<file path="src/spcr_pkg.sv">
`timescale 1ns / 1ps
`default_nettype none
package spcr_pkg;

	localparam int COMPONENT_WIDTH = 16;
	localparam int SCALAR_W        = 16;
	localparam int DAMP_W          = 16;
	localparam int QUEUE_DEPTH     = 4;
	localparam int FRAC_BITS       = 16;
	localparam int USER_W          = 2;
	localparam int USER_CONTACT    = 0;
	localparam int USER_SAT        = 1;

	// front-to-back item: va, vb, r (3 x cw+1), t, n2, ma, mb, contact, exch
	function automatic int item_width(input int cw);
		return 13 * cw + 41;
	endfunction

	function automatic int in_width(input int cw);
		return 12 * cw + 4 * SCALAR_W;
	endfunction

	function automatic int byte_pad(input int w);
		return ((w + 7) / 8) * 8;
	endfunction

endpackage
`default_nettype wire

</file>
<file path="src/spcr_queue.sv">
`timescale 1ns / 1ps
`default_nettype none
module spcr_queue #(
	parameter int DATA_W = 8,
	parameter int DEPTH  = spcr_pkg::QUEUE_DEPTH
) (
	input  wire logic              clk,
	input  wire logic              arst_n,
	input  wire logic              push,
	input  wire logic [DATA_W-1:0] wr_data,
	input  wire logic              pop,
	output logic [DATA_W-1:0]      rd_data,
	output logic                   full,
	output logic                   empty
);
	localparam int AW = (DEPTH > 1) ? $clog2(DEPTH) : 1;
	localparam int CW = $clog2(DEPTH + 1);

	logic [DATA_W-1:0] mem_q [DEPTH];
	logic [AW-1:0]     wr_ptr_q, rd_ptr_q;
	logic [CW-1:0]     count_q;

	assign full    = (count_q == CW'(DEPTH));
	assign empty   = (count_q == '0);
	assign rd_data = mem_q[rd_ptr_q];

	always_ff @(posedge clk) begin
		if (push)
			mem_q[wr_ptr_q] <= wr_data;
	end

	always_ff @(posedge clk or negedge arst_n) begin
		if (!arst_n) begin
			wr_ptr_q <= '0;
			rd_ptr_q <= '0;
			count_q  <= '0;
		end else begin
			if (push)
				wr_ptr_q <= (wr_ptr_q == AW'(DEPTH - 1)) ? '0 : wr_ptr_q + 1'b1;
			if (pop)
				rd_ptr_q <= (rd_ptr_q == AW'(DEPTH - 1)) ? '0 : rd_ptr_q + 1'b1;
			if (push && !pop)
				count_q <= count_q + 1'b1;
			else if (pop && !push)
				count_q <= count_q - 1'b1;
		end
	end

endmodule
`default_nettype wire

</file>
<file path="config.mk">
export PLATFORM = sky130hd
export DESIGN_NAME = spcr_queue
export DESIGN_NICKNAME = d
export VERILOG_FILES = /design/src/spcr_pkg.sv /design/src/spcr_queue.sv
export SDC_FILE = /design/constraint.sdc
export NUM_CORES = 1
export LEC_CHECK = 0
export BUFFER_PORTS_ARGS = -buffer_cell sky130_fd_sc_hd__clkbuf_2
export CAP_MARGIN = 10
export CELL_PAD_IN_SITES_DETAIL_PLACEMENT = 1
export CELL_PAD_IN_SITES_GLOBAL_PLACEMENT = 2
export CORE_MARGIN = 4
export CORE_UTILIZATION = 40
export CTS_BUF_LIST = sky130_fd_sc_hd__clkbuf_16
export CTS_CLUSTER_SIZE = 25
export DETAILED_ROUTE_END_ITERATION = 6
export GPL_ROUTABILITY_DRIVEN = 0
export PLACE_DENSITY = 0.77
export SYNTH_ARGS = -nofsm -noshare
export SYNTH_HDL_FRONTEND = slang
export SYNTH_SLANG_ARGS = --single-unit
export TNS_END_PERCENT = 5
</file>
<file path="constraint.sdc">
create_clock -name clk -period 3.6 [get_ports clk]
set_input_delay 0.18 -clock clk [delete_from_list [all_inputs] [get_ports clk]]
set_output_delay 0.18 -clock clk [all_outputs]
set_load 0.005 [all_outputs]
</file>
==> results.yml <==
outcome:
  status: "complete, no violations"
detailed_routing:
  first_pass_iters: 4
  drt_iter0_drc: 60
  vias_per_cell: 4.95
  wl_um: 2720
  routedWlPerCell_um: 17.5
  ant_nets: 0
  drcViolationCount: 0
  vias: 768
clock_network:
  ctsResizeCount: 0
  cts_setup_buffers: 0
  clk_pin_slew_ps: 60
  h-tree-depth: 2
  cts_tree: "done"
  numCtsBuffers: 5
  clock_path_buffers: 2
  holdBufCountCts: 1
  ctsRootBufferMaster: "clkbuf_16"
  clock_sinks: 39
  insertion_delay_ps: 280
final_layout:
  antenna_cells: 0
  area.growth.synth_to_final_pct: 19.0
  fill_cells: 368
  final_nets: 125
  drive_gt1_frac: 0.355
  final_cell_count_no_fill: 155
floorplan:
  die_area_sq_um: 4990
  die_w_um: 70.7
  design.core.area_sq_um: 3720
  core.rowCount: 22
  pin_count: 22
  initial_core_util: 0.423
  die_height_um: 70.7
sta:
  max_clock_freq_mhz: 528
  finalClockSkew_ps: 3.19
  worstMarginPinSlew_ps: 592
  drv_slew: 0
  grt_setup_unrepaired: "no"
  final-setup-viol-count: 0
  relSlewSlack: 0.605
  timing.setup.tns_ps: 0
  post-route-period-util: 0.526
  hold_violations: 0
  min_period_ps: 1890
logic_synthesis:
  synth_fp_nets: 98
  synth-seq-area-share: 0.724
  postSynthAreaPerCell_sq_um: 19.9
  synth.cell_area_sq_um: 1570
  yosysTopAreaCell: "edfxtp_1"
  ys_seq_elements: 39
  yosysUniqueCellTypes: 18
  synthTopCellsByArea: "edfxtp_1 61%, mux4_2 11%, dfrtp_1 11%"
  synth_most_common_cell: "edfxtp_1"
  yosys_warnings: 0
  synth_edf_count: 32
  synth_flop_cell: "edfxtp_1"
  synth_top_cell_area_share: 0.612
  async_reset_ff_frac: 0.179
  netlist_instances: 79
  yosys-top-cells-count: "32 x edfxtp_1, 8 x mux4_2, 7 x dfrtp_1"
worst_setup_path:
  slowest_delay_ps: 720
  required_ps: 3420
  crit_chain: "mux4_2 > clkbuf_2"
  critPathSlowestCell: "dfrtp_1"
  critPathBufInv: 1
  worst_ep_arrival_time_ps: 1710
  worst-path-max-fanout: 11
  endpoint_kind: "primary output"
  rrSetupSlack_ps: 2160
  worstSetupPathType: "flip-flop to primary output"
  cp-start-kind: "flip-flop"
  path_delay_family: "flip-flops"
place:
  dp_hpwl_um: 1870
  placed_cells: 146
  portBuffers: 21
pwr:
  ir_worst_vdd_mv: 0.320
  pwr-share-seq: 0.477
  p_comb_frac: 0.236
  clkPwrFrac: 0.287
  p_leak_uw: 0.000705
  power.density_nw_per_um2: 775
  p_switching_uw: 403
  p_int_uw: 1050
  sw_frac_of_total: 0.278
global_route:
  overflow: 0
  grt_pass1_wl_um: 4470
  antenna_found_initial: 0
  grt_max_degree: 13
  grt_pass1_vias: 862
  grt_use_total: 0.122
hold_path:
  min-delay-path-class: "input port to flip-flop"
job:
  maxCapViolations: 0
[final timing paths]
| path | startpoint | end | cells past startpoint |
|---|---|---|---|
| setup reg to reg | wr_ptr_q[0] | mem_q[0][4] | 3 |
| max in group asynchronous | arst_n | count_q[0] | 2 |
| setup / recovery | rd_ptr_q[0] | rd_data[5] | 2 |
| hold reg to reg | count_q[2] | count_q[2] | 1 |
| hold / removal | wr_data[2] | mem_q[0][2] | 1 |
| min in group asynchronous | arst_n | rd_ptr_q[1] | 2 |
[cell type report]
cell class | count | area, sq um | share of cell area
flip-flops and latches | 39 | 1140 | 0.608
multi-input cells | 33 | 399 | 0.214
clock buffers | 5 | 125 | 0.0669
repair buffers | 22 | 115 | 0.0616
well taps | 48 | 60.1 | 0.0321
inverters | 5 | 18.8 | 0.0100
clock inverters | 3 | 15.0 | 0.00803
[state kept, by name (all words and copies together) (netlist names)]
name      cells
wr_ptr_q      2
rd_ptr_q      2
count_q       3
mem_q        32
[power by group through the flow]
stage | Clock [uW] | Sequential [uW] | Combinational [uW]
after floorplan | 0 | 639 | 282
after global placement | 0 | 695 | 334
after detailed placement | 0 | 702 | 352
after CTS | 424 | 696 | 354
after global routing | 442 | 712 | 381
final | 416 | 690 | 342
[cell families after synthesis]
family / after synthesis / synth area share
xor gates and xnor gates: 3 / 0.0167
adders and majority gates: 7 / 0.0606
muxes: 11 / 0.136
and+or+nand+nor: 10 / 0.0343
AOI/OAI and AO/OA: 2 / 0.00637
DFF: 39 / 0.724
buffers and inverters: 7 / 0.0223
[cell usage in the layout (no fill, tap or decap), drive strengths merged, types with 2 or more instances in the layout]
cell type	count
edfxtp	32
clkbuf	26
mux4	8
dfrtp	7
ha	6
inv	5
and2	4
mux2	3
o21ai	2
nor2	2
xor2	2
clkinv	2
[per-stage QoR]
stage	worst slack, ps	util	instance area (sq um)	total power [uW]	hold slack [ps]
6_report	1710	0.503	1870	1450	118
5_1_grt	1590	0.503	1870	1530	127
4_1_cts	1650	0.503	1870	1470	120
3_5_place_dp	1970	0.463	1720	1050	30.7
3_3_place_gp	1990	0.463	1720	1030	28.8
2_1_floorplan	2300	-	1570	921	-116
[layer usage]
layer,GRT usage,wire length [um],vias to the layer above
met4,0.0501,38,0
li1,-,-,353
met2,0.205,1430,21
met3,0.0440,156,6
met1,0.144,1100,388
met5,0,0,-
(Power assumes the default switching activity.)
